$ cat src/rtl/tbac_pkg.sv
package tbac_pkg;

    // Register index codes and widths
    localparam int CFG_IDX_W = 3;
    localparam int CFG_W     = 16;

    localparam logic [CFG_IDX_W-1:0] CFG_PULSE_MIN    = 3'd0;
    localparam logic [CFG_IDX_W-1:0] CFG_PULSE_MAX    = 3'd1;
    localparam logic [CFG_IDX_W-1:0] CFG_DRIVE_MAX    = 3'd2;
    localparam logic [CFG_IDX_W-1:0] CFG_AUTO_THR     = 3'd3;
    localparam logic [CFG_IDX_W-1:0] CFG_EXTEND_THR   = 3'd4;
    localparam logic [CFG_IDX_W-1:0] CFG_RETRACT_MS   = 3'd5;
    localparam logic [CFG_IDX_W-1:0] CFG_DEADBAND     = 3'd6;

    // Register reset values
    localparam logic [15:0] RST_PULSE_MIN  = 16'd1000;
    localparam logic [15:0] RST_PULSE_MAX  = 16'd2000;
    localparam logic [7:0]  RST_DRIVE_MAX  = 8'd255;
    localparam logic [15:0] RST_AUTO_THR   = 16'd1400;
    localparam logic [15:0] RST_EXTEND_THR = 16'd2000;
    localparam logic [15:0] RST_RETRACT_MS = 16'd2000;
    localparam logic [11:0] RST_DEADBAND   = 12'd50;

    // Autonomous mapping: speed/10 by reciprocal, then scale by drive_max/150
    localparam logic [15:0] RECIP_TEN       = 16'd52429;
    localparam int          RECIP_TEN_SHIFT = 19;
    localparam logic [15:0] AUTO_SPAN       = 16'd150;

    // Shared divider geometry
    localparam int DIV_W = 24;
    localparam int DEN_W = 16;
    localparam int CNT_W = $clog2(DIV_W);

    // Actuator command codes
    localparam logic [1:0] CMD_STOP    = 2'd0;
    localparam logic [1:0] CMD_EXTEND  = 2'd1;
    localparam logic [1:0] CMD_RETRACT = 2'd2;

    typedef struct packed {
        logic        kind;
        logic        pin_level;
        logic [31:0] time_us;
        logic [31:0] time_ms;
        logic [15:0] mode_pulse_us;
        logic        danger;
        logic        warning;
        logic [11:0] speed_mms;
        logic        limit_switch;
    } in_item_t;

    typedef struct packed {
        logic [7:0] drive_code;
        logic [1:0] actuator_cmd;
    } out_item_t;

    typedef struct packed {
        logic             start;
        logic [DIV_W-1:0] dividend;
        logic [DEN_W-1:0] divisor;
    } div_req_t;

    typedef struct packed {
        logic             busy;
        logic             done;
        logic [DIV_W-1:0] quotient;
    } div_stat_t;

endpackage

$ cat src/rtl/tbac_stream_if.sv
interface tbac_stream_if #(
    parameter type payload_t = logic
) ();
    logic     valid;
    logic     ready;
    payload_t data;

    modport source (output valid, output data, input ready);
    modport sink   (input valid, input data, output ready);
endinterface

$ cat src/rtl/tbac_divider.sv
module tbac_divider
    import tbac_pkg::*;
(
    input  logic      clk,
    input  logic      rst_n,
    input  div_req_t  req,
    output div_stat_t stat
);

    logic [DEN_W-1:0] rem_reg, rem_next;
    logic [DIV_W-1:0] quo_reg, quo_next;
    logic [DEN_W-1:0] den_reg, den_next;
    logic [CNT_W-1:0] cnt_reg, cnt_next;
    logic             busy_reg, busy_next;
    logic             done_reg, done_next;
    logic [DEN_W:0]   trial;
    logic             fits;

    // One restoring step: shift in the next dividend bit, subtract if it fits
    assign trial = {rem_reg, quo_reg[DIV_W-1]};
    assign fits  = trial >= {1'b0, den_reg};

    always_comb
    begin
        rem_next  = rem_reg;
        quo_next  = quo_reg;
        den_next  = den_reg;
        cnt_next  = cnt_reg;
        busy_next = busy_reg;
        done_next = 1'b0;
        if (req.start)
        begin
            rem_next  = '0;
            quo_next  = req.dividend;
            den_next  = req.divisor;
            cnt_next  = CNT_W'(DIV_W - 1);
            busy_next = 1'b1;
        end
        else if (busy_reg)
        begin
            if (fits)
            begin
                rem_next = DEN_W'(trial - {1'b0, den_reg});
            end
            else
            begin
                rem_next = trial[DEN_W-1:0];
            end
            quo_next = {quo_reg[DIV_W-2:0], fits};
            if (cnt_reg == '0)
            begin
                busy_next = 1'b0;
                done_next = 1'b1;
            end
            else
            begin
                cnt_next = cnt_reg - 1'b1;
            end
        end
    end

    always_ff @(posedge clk or negedge rst_n)
    begin
        if (!rst_n)
        begin
            busy_reg <= 1'b0;
            done_reg <= 1'b0;
            cnt_reg  <= '0;
        end
        else
        begin
            busy_reg <= busy_next;
            done_reg <= done_next;
            cnt_reg  <= cnt_next;
        end
    end

    always_ff @(posedge clk)
    begin
        rem_reg <= rem_next;
        quo_reg <= quo_next;
        den_reg <= den_next;
    end

    assign stat.busy     = busy_reg;
    assign stat.done     = done_reg;
    assign stat.quotient = quo_reg;

endmodule

$ cat src/rtl/tbac_actuator.sv
module tbac_actuator
    import tbac_pkg::*;
(
    input  logic        clk,
    input  logic        rst_n,
    input  logic        step,
    input  logic [31:0] pulse_width,
    input  logic        limit_switch,
    input  logic [31:0] time_ms,
    input  logic [15:0] extend_thr,
    input  logic [15:0] retract_ms,
    output logic [1:0]  cmd
);

    logic        extended_reg, extended_next;
    logic        retracting_reg, retracting_next;
    logic [31:0] start_reg, start_next;
    logic [31:0] elapsed;

    assign elapsed = time_ms - start_reg;

    // Decide the command and the next flag state for one control item
    always_comb
    begin
        cmd             = CMD_STOP;
        extended_next   = extended_reg;
        retracting_next = retracting_reg;
        start_next      = start_reg;
        if (pulse_width > {16'b0, extend_thr})
        begin
            if (limit_switch)
            begin
                cmd             = CMD_EXTEND;
                extended_next   = 1'b1;
                retracting_next = 1'b0;
            end
        end
        else if (extended_reg && !retracting_reg)
        begin
            cmd             = CMD_RETRACT;
            start_next      = time_ms;
            retracting_next = 1'b1;
        end
        else if (retracting_reg)
        begin
            if (elapsed >= {16'b0, retract_ms})
            begin
                retracting_next = 1'b0;
                extended_next   = 1'b0;
            end
            else
            begin
                cmd = CMD_RETRACT;
            end
        end
    end

    // Advance only when a control item is taken
    always_ff @(posedge clk or negedge rst_n)
    begin
        if (!rst_n)
        begin
            extended_reg   <= 1'b0;
            retracting_reg <= 1'b0;
            start_reg      <= '0;
        end
        else if (step)
        begin
            extended_reg   <= extended_next;
            retracting_reg <= retracting_next;
            start_reg      <= start_next;
        end
    end

endmodule

$ cat src/rtl/throttle_and_brake_actuator_control.sv
// Throttle DAC drive and brake actuator controller.
//
// Items come in on in_ch (valid/ready). An edge item (kind 0) updates the
// stored rise time or pulse width and gives no result, and edge items can
// follow back to back. A control item (kind 1) gives exactly one result on
// out_ch: the DAC drive code and the actuator command.
// When the drive code needs the serial divider (24 quotient bits, one per
// cycle, plus set-up and scaling steps) the item passes through the PREP,
// MUL, DIV, FIN and OUT states; when danger, the deadband, the pulse window
// or an empty span settles the code, it goes from PREP straight to FIN and
// OUT. in_ch.ready is high only while the sequencer is idle, so one item is
// in work at a time.
// The result waits in an output register; while the receiver stalls, the
// block still takes the next item and finishes it, then holds until the
// register is free.
// Configuration is written through cfg_we/cfg_index/cfg_data; the user must
// do so only while idle, the block itself does not enforce this. Unknown
// indexes are ignored. Reset restores the default register values and clears
// all timing and actuator state; no clearing pass is needed.
module throttle_and_brake_actuator_control
    import tbac_pkg::*;
(
    input  logic                 clk,
    input  logic                 rst_n,
    tbac_stream_if.sink          in_ch,
    tbac_stream_if.source        out_ch,
    input  logic                 cfg_we,
    input  logic [CFG_IDX_W-1:0] cfg_index,
    input  logic [CFG_W-1:0]     cfg_data
);

    typedef enum logic [5:0] {
        ST_IDLE = 6'b000001,
        ST_PREP = 6'b000010,
        ST_MUL  = 6'b000100,
        ST_DIV  = 6'b001000,
        ST_FIN  = 6'b010000,
        ST_OUT  = 6'b100000
    } state_t;

    state_t state_reg, state_next;

    // Configuration registers
    logic [15:0] pulse_min_reg, pulse_max_reg, auto_thr_reg;
    logic [15:0] extend_thr_reg, retract_ms_reg;
    logic [7:0]  drive_max_reg;
    logic [11:0] deadband_reg;

    // Edge timing state
    logic [31:0] edge_start_reg, pulse_width_reg;

    // Per-item work registers
    logic        danger_reg, warning_reg, auto_reg;
    logic [11:0] speed_reg;
    logic [1:0]  cmd_reg;
    logic [15:0] a_reg, a_next;
    logic [15:0] den_reg, den_next;
    logic [7:0]  base_reg, base_next;
    logic [7:0]  drive_reg, drive_next;

    // Output register
    logic        out_valid_reg;
    out_item_t   out_data_reg;

    logic        in_acc, ctrl_acc, out_load;
    logic [1:0]  act_cmd;
    logic [27:0] speed_prod;
    logic        in_win;
    logic [15:0] span;
    logic [9:0]  warn_sum;
    div_req_t    div_req;
    div_stat_t   div_stat;

    assign in_ch.ready = (state_reg == ST_IDLE);
    assign in_acc      = in_ch.valid && in_ch.ready;
    assign ctrl_acc    = in_acc && in_ch.data.kind;
    assign out_load    = (state_reg == ST_OUT) && (!out_valid_reg || out_ch.ready);

    // Write configuration
    always_ff @(posedge clk or negedge rst_n)
    begin
        if (!rst_n)
        begin
            pulse_min_reg  <= RST_PULSE_MIN;
            pulse_max_reg  <= RST_PULSE_MAX;
            drive_max_reg  <= RST_DRIVE_MAX;
            auto_thr_reg   <= RST_AUTO_THR;
            extend_thr_reg <= RST_EXTEND_THR;
            retract_ms_reg <= RST_RETRACT_MS;
            deadband_reg   <= RST_DEADBAND;
        end
        else if (cfg_we)
        begin
            case (cfg_index)
                CFG_PULSE_MIN:  pulse_min_reg  <= cfg_data;
                CFG_PULSE_MAX:  pulse_max_reg  <= cfg_data;
                CFG_DRIVE_MAX:  drive_max_reg  <= cfg_data[7:0];
                CFG_AUTO_THR:   auto_thr_reg   <= cfg_data;
                CFG_EXTEND_THR: extend_thr_reg <= cfg_data;
                CFG_RETRACT_MS: retract_ms_reg <= cfg_data;
                CFG_DEADBAND:   deadband_reg   <= cfg_data[11:0];
                default:        ;
            endcase
        end
    end

    // Record rise time, store pulse width on a falling edge
    always_ff @(posedge clk or negedge rst_n)
    begin
        if (!rst_n)
        begin
            edge_start_reg  <= '0;
            pulse_width_reg <= '0;
        end
        else if (in_acc && !in_ch.data.kind)
        begin
            if (in_ch.data.pin_level)
            begin
                edge_start_reg <= in_ch.data.time_us;
            end
            else
            begin
                pulse_width_reg <= in_ch.data.time_us - edge_start_reg;
            end
        end
    end

    tbac_actuator u_actuator (
        .clk          (clk),
        .rst_n        (rst_n),
        .step         (ctrl_acc),
        .pulse_width  (pulse_width_reg),
        .limit_switch (in_ch.data.limit_switch),
        .time_ms      (in_ch.data.time_ms),
        .extend_thr   (extend_thr_reg),
        .retract_ms   (retract_ms_reg),
        .cmd          (act_cmd)
    );

    // Capture the control item
    always_ff @(posedge clk)
    begin
        if (ctrl_acc)
        begin
            danger_reg  <= in_ch.data.danger;
            warning_reg <= in_ch.data.warning;
            auto_reg    <= in_ch.data.mode_pulse_us > auto_thr_reg;
            speed_reg   <= in_ch.data.speed_mms;
            cmd_reg     <= act_cmd;
        end
    end

    assign speed_prod = {16'b0, speed_reg} * {12'b0, RECIP_TEN};
    assign in_win     = (pulse_width_reg >= {16'b0, pulse_min_reg})
                        && (pulse_width_reg <= {16'b0, pulse_max_reg});
    assign span       = pulse_max_reg - pulse_min_reg;
    assign warn_sum   = {2'b0, base_reg} + {1'b0, base_reg, 1'b0};

    always_comb
    begin
        div_req.start    = (state_reg == ST_MUL);
        div_req.dividend = {8'b0, a_reg} * {16'b0, drive_max_reg};
        div_req.divisor  = den_reg;
    end

    tbac_divider u_divider (
        .clk   (clk),
        .rst_n (rst_n),
        .req   (div_req),
        .stat  (div_stat)
    );

    // Sequencer
    always_comb
    begin
        state_next = state_reg;
        a_next     = a_reg;
        den_next   = den_reg;
        base_next  = base_reg;
        drive_next = drive_reg;
        case (state_reg)
            ST_IDLE:
            begin
                if (ctrl_acc)
                begin
                    state_next = ST_PREP;
                end
            end
            ST_PREP:
            begin
                state_next = ST_FIN;
                base_next  = '0;
                if (danger_reg)
                begin
                    base_next = '0;
                end
                else if (auto_reg)
                begin
                    if (speed_reg > deadband_reg)
                    begin
                        a_next     = {7'b0, speed_prod[RECIP_TEN_SHIFT +: 9]};
                        den_next   = AUTO_SPAN;
                        state_next = ST_MUL;
                    end
                end
                else if (in_win)
                begin
                    if (span == '0)
                    begin
                        base_next = drive_max_reg;
                    end
                    else
                    begin
                        a_next     = pulse_width_reg[15:0] - pulse_min_reg;
                        den_next   = span;
                        state_next = ST_MUL;
                    end
                end
            end
            ST_MUL:
            begin
                state_next = ST_DIV;
            end
            ST_DIV:
            begin
                if (div_stat.done)
                begin
                    state_next = ST_FIN;
                    if (auto_reg)
                    begin
                        if (div_stat.quotient > {16'b0, drive_max_reg})
                        begin
                            base_next = drive_max_reg;
                        end
                        else
                        begin
                            base_next = div_stat.quotient[7:0];
                        end
                    end
                    else
                    begin
                        base_next = drive_max_reg - div_stat.quotient[7:0];
                    end
                end
            end
            ST_FIN:
            begin
                // Scale by three quarters on a warning; danger already gave zero
                drive_next = (warning_reg && !danger_reg) ? warn_sum[9:2] : base_reg;
                state_next = ST_OUT;
            end
            ST_OUT:
            begin
                if (out_load)
                begin
                    state_next = ST_IDLE;
                end
            end
            default:
            begin
                state_next = ST_IDLE;
            end
        endcase
    end

    always_ff @(posedge clk or negedge rst_n)
    begin
        if (!rst_n)
        begin
            state_reg <= ST_IDLE;
        end
        else
        begin
            state_reg <= state_next;
        end
    end

    always_ff @(posedge clk)
    begin
        a_reg     <= a_next;
        den_reg   <= den_next;
        base_reg  <= base_next;
        drive_reg <= drive_next;
    end

    // Hold the result until the receiver takes it
    always_ff @(posedge clk or negedge rst_n)
    begin
        if (!rst_n)
        begin
            out_valid_reg <= 1'b0;
        end
        else if (out_load)
        begin
            out_valid_reg <= 1'b1;
        end
        else if (out_ch.ready)
        begin
            out_valid_reg <= 1'b0;
        end
    end

    always_ff @(posedge clk)
    begin
        if (out_load)
        begin
            out_data_reg.drive_code   <= drive_reg;
            out_data_reg.actuator_cmd <= cmd_reg;
        end
    end

    assign out_ch.valid = out_valid_reg;
    assign out_ch.data  = out_data_reg;

    // The divider only runs while the sequencer waits on it
    a_div_owned: assert property (@(posedge clk) disable iff (!rst_n)
        div_stat.busy |-> state_reg == ST_DIV)
        else $error("divider busy outside the divide step");

    // An edge item never starts a computation
    a_edge_no_work: assert property (@(posedge clk) disable iff (!rst_n)
        (in_acc && !in_ch.data.kind) |=> state_reg == ST_IDLE)
        else $error("edge item started a computation");

    // The unscaled drive never exceeds full throttle
    a_base_bound: assert property (@(posedge clk) disable iff (!rst_n)
        state_reg == ST_FIN |-> base_reg <= drive_max_reg)
        else $error("drive above drive_max");

    // A shown result carries a defined actuator command
    a_cmd_code: assert property (@(posedge clk) disable iff (!rst_n)
        out_ch.valid |-> (out_ch.data.actuator_cmd == CMD_STOP
                          || out_ch.data.actuator_cmd == CMD_EXTEND
                          || out_ch.data.actuator_cmd == CMD_RETRACT))
        else $error("undefined actuator command");

endmodule

$ cat src/flat_wrapper.sv
// flat-port wrapper written by rule: the top's interface ports become plain ports
module throttle_and_brake_actuator_control_flat import tbac_pkg::*;
  (clk, rst_n, cfg_we, cfg_index, cfg_data, in_ch_valid, in_ch_data, in_ch_ready, out_ch_valid, out_ch_data, out_ch_ready);
  tbac_stream_if #(.payload_t(in_item_t)) in_ch_i ();
  tbac_stream_if #(.payload_t(out_item_t)) out_ch_i ();
  input  logic clk;
  input  logic rst_n;
  input  logic cfg_we;
  input  logic [CFG_IDX_W-1:0] cfg_index;
  input  logic [CFG_W-1:0] cfg_data;
  input wire logic [$bits(in_ch_i.valid)-1:0] in_ch_valid;
  input wire logic [$bits(in_ch_i.data)-1:0] in_ch_data;
  output wire logic [$bits(in_ch_i.ready)-1:0] in_ch_ready;
  output wire logic [$bits(out_ch_i.valid)-1:0] out_ch_valid;
  output wire logic [$bits(out_ch_i.data)-1:0] out_ch_data;
  input wire logic [$bits(out_ch_i.ready)-1:0] out_ch_ready;
  assign in_ch_i.valid = in_ch_valid;
  assign in_ch_i.data = in_ch_data;
  assign in_ch_ready = in_ch_i.ready;
  assign out_ch_valid = out_ch_i.valid;
  assign out_ch_data = out_ch_i.data;
  assign out_ch_i.ready = out_ch_ready;
  throttle_and_brake_actuator_control u_core (.clk(clk), .rst_n(rst_n), .in_ch(in_ch_i), .out_ch(out_ch_i), .cfg_we(cfg_we), .cfg_index(cfg_index), .cfg_data(cfg_data));
endmodule
$ cat config.mk
export PLATFORM = sky130hd
export DESIGN_NAME = throttle_and_brake_actuator_control_flat
export DESIGN_NICKNAME = d
export VERILOG_FILES = /design/src/rtl/tbac_pkg.sv /design/src/rtl/tbac_stream_if.sv /design/src/rtl/tbac_divider.sv /design/src/rtl/tbac_actuator.sv /design/src/rtl/throttle_and_brake_actuator_control.sv /design/src/flat_wrapper.sv
export SDC_FILE = /design/constraint.sdc
export NUM_CORES = 1
export LEC_CHECK = 0
export ABC_AREA = 1
export BUFFER_PORTS_ARGS = -buffer_cell sky130_fd_sc_hd__buf_4
export CAP_MARGIN = 20
export CELL_PAD_IN_SITES_DETAIL_PLACEMENT = 2
export CELL_PAD_IN_SITES_GLOBAL_PLACEMENT = 2
export CORE_MARGIN = 2
export CORE_UTILIZATION = 41
export DETAILED_ROUTE_END_ITERATION = 12
export PLACE_DENSITY = 0.92
export RECOVER_POWER = 25
export SLEW_MARGIN = 20
export SYNTH_ARGS = -nofsm -noshare
export SYNTH_HDL_FRONTEND = slang
export SYNTH_SLANG_ARGS = --single-unit
$ cat constraint.sdc
create_clock -name clk -period 9.9 [get_ports clk]
set_input_delay 1.485 -clock clk [delete_from_list [all_inputs] [get_ports clk]]
set_output_delay 1.485 -clock clk [all_outputs]
set_load 0.005 [all_outputs]
==> flow_summary.ini <==
[outcome]
outcome = finished, violations left
violations = capacitance limit, slew limit

[drt]
dr.pass1.iters = 7
drt-total-wl_um = 141000
vias_per_cell = 5.83
drtIter0Drc = 1901
ant_nets = 0
via_count = 28650
post_drt_wl_per_cell_um = 28.6
post-route-drc-count = 0

[final_layout]
nets = 4515
nFillCells = 8181
utilization_pct = 46.2
drive_gt1_share_pct = 7.76
antennaDiodeCount = 0
areaGrowthSynthToFinish_pct = 12.1

[timing]
slew-limit-headroom_pct = -292
worst-slew-pin-transition_ns = 5.88
hold-worst-slack_ns = 0.413
drv_slew = 126
finClkSkew_ns = 0.0402
period_share_pct = 69.7
report.final.setup_viol = 0
hold_viol_final = 0
rsz0062_at_grt = no
setup_tns_ns = 0
min_period_ns = 6.90
clock.fmax_mhz = 145

[synth]
muxShareOfSynthArea_pct = 0.111
synth.avg_cell_area_um2 = 7.67
yosys.area_share.simple_pct = 19.4
ys_warn_count = 0
yosysUniqueCellTypes = 65
synth_fp_nets = 4409
synth_edf_count = 115
synth_compound_area_share_pct = 11.9
synthCells = 3824
synthAdderAreaFrac_pct = 23.2
synth.ff_latch_count = 343
async_flop_share_pct = 61.8
synth_top_family_by_area = adder cells
synth-xor-area-share_pct = 2.60
ys_seq_area_share_pct = 31.1
syn_area_mm2 = 0.0293
ys.flop_type = dfrtp_1

[cts]
clock-root-buffer = clkbuf_16
clkSlewWorstSetupHoldPaths_ns = 0.06
holdBufCountCts = 0
cts_made_buffers = 45
cts_resized = 0
clock-sinks = 343
cts_tree = done
cts_buffer_depth = 3
clock_latency_ns = 0.68
h-tree-depth = 2
postCtsSetupRepairBufs = 0

[worst_setup_path]
arrival_ns = 7.57
slowest_stage = clkbuf_1
r2r_end = u_core.u_divider.quo_reg[22]$_DFFE_PP_
r2r-start = u_core.drive_max_reg[6]$_DFFE_PN1P_
critical_path_required_ns = 10.57
critPathKind = input port to asynchronous set/reset pin
path_cells = clkbuf_1 -> buf_4 -> buf_6
cp_max_fo = 88
critPathMaxStageDelay_ns = 4.00
start_kind = input port
reg2reg_slack_ns = 4.05
end_kind = asynchronous set/reset pin
rr_worst_depth = 22

[global_route]
grt_max_degree = 89
grt_use_total_pct = 38.0
grt_pass1_vias = 33997
antenna_found_initial = 3
grt_pass1_wl_um = 214000
grt_overflow = 0

[power]
p_per_area_mw_per_mm2 = 298
p_leak_nw = 17.5
peakVddDrop_mv = 0.162

[min_path]
min-delay-start = u_core.drive_reg[2]$_DFFE_PP_
hold_class = register to register
holdPathStages = 0
hold_end = u_core.out_ch.data[4]$_DFFE_PP_

[placement]
dp_hpwl_um = 93400
port_buffers = 132
place.gp.congestion = 0.862

[die]
rows = 98
initial_core_util_pct = 41.2
pin_count = 133
die_x_um = 271
core_mm2 = 0.0711
dieHeight_um = 271
dieArea_mm2 = 0.0737

[run]
maxCapViolCount = 2
report_power, final:
part | total [mW] | internal [mW] | switching, mW
Sequential | 2.08 | 1.77 | 0.314
Combinational | 5.78 | 1.89 | 3.89
Clock | 1.93 | 1.12 | 0.805
Total | 9.79 | 4.78 | 5.01
cell usage in the layout (no fill, tap or decap), drive strengths merged, types with 2 or more instances in the layout:
cell type	count
o21bai	15
dfstp	42
mux2	2
clkbuf	82
o21ai	305
nand4	34
a21oi	237
dfrtp	170
xor2	53
nor4	19
and2	5
o41ai	2
dfxtp	16
nor2	223
nand3	96
ha	331
clkinv	14
a31oi	14
inv	819
o21a	5
o22ai	5
nor3	27
a21boi	3
nand2	948
o211ai	18
xnor2	34
o31ai	7
buf	125
o221ai	2
a221oi	5
or2	14
nand3b	12
fa	133
a211oi	8
edfxtp	115
a21o	11
bufinv	8
routing by layer:
layer | part of all wire, % | global-route usage, % | vias to the layer above
li1 | - | - | 12286
met1 | 36 | 40.1 | 14548
met2 | 50 | 67.5 | 1156
met3 | 5.0 | 7.11 | 656
met4 | 8.5 | 28.0 | 4
met5 | 0.018 | 0 | -
final cells by class:
class | instances | area [um2] | share of cell area, %
inverter | 821 | 3080 | 9.38
clock inverter | 21 | 390 | 1.19
clock buffer | 63 | 1270 | 3.88
multi-input combinational | 2575 | 16700 | 50.9
sequential | 343 | 9130 | 27.8
timing repair buffer | 144 | 1060 | 3.23
tap | 950 | 1190 | 3.61
worst max-delay path by stage:
stage                                        startpoint                                          end  cells after the start
global placement    u_core.drive_max_reg[7]$_DFFE_PN1P_       u_core.u_divider.quo_reg[22]$_DFFE_PP_                     22
CTS                 u_core.drive_max_reg[4]$_DFFE_PN1P_       u_core.u_divider.quo_reg[22]$_DFFE_PP_                     22
global route                                      rst_n  u_core.u_actuator.start_reg[14]$_DFFE_PN0P_                      3
finish                                            rst_n  u_core.u_actuator.start_reg[14]$_DFFE_PN0P_                      3
detailed placement  u_core.drive_max_reg[6]$_DFFE_PN1P_       u_core.u_divider.quo_reg[17]$_DFFE_PP_                     19
floorplan           u_core.drive_max_reg[7]$_DFFE_PN1P_       u_core.u_divider.quo_reg[22]$_DFFE_PP_                     24
synthesized netlist by cell type (all sizes together), types with 42 or more instances:
cell type | instances | area [um2]
fa | 133 | 2660
clkbuf | 70 | 273
nand2 | 948 | 3580
o21ai | 305 | 1550
ha | 331 | 4140
edfxtp | 115 | 3450
nor2 | 223 | 873
dfstp | 42 | 1100
xor2 | 53 | 464
nand3 | 96 | 490
a21oi | 237 | 1190
inv | 818 | 3070
dfrtp | 170 | 4250
critical path: cells and delay by family:
family,cells,cell delay [ns]
buffers and inverters,3,5.81
through the flow:
stage                     power (mW)  std cells  setup slack, ns  cell area, um2
after floorplan                 5.34       3824             4.73           29300
after global placement          6.45       4833             4.74           31300
after detailed placement        7.20       4833             4.34           31300
after CTS                       9.66       4917             4.16           32900
after global routing            10.3       4917             2.35           32900
final                           9.79       4917             3.00           32900
logic make-up after synthesis:
group,Yosys count
simple gates,1381
buf+inv,906
compound gates,640
fa+ha+maj,464
flops,343
xor+xnor,87
mux,3
No activity file was read; power rests on OpenSTA's default activity.
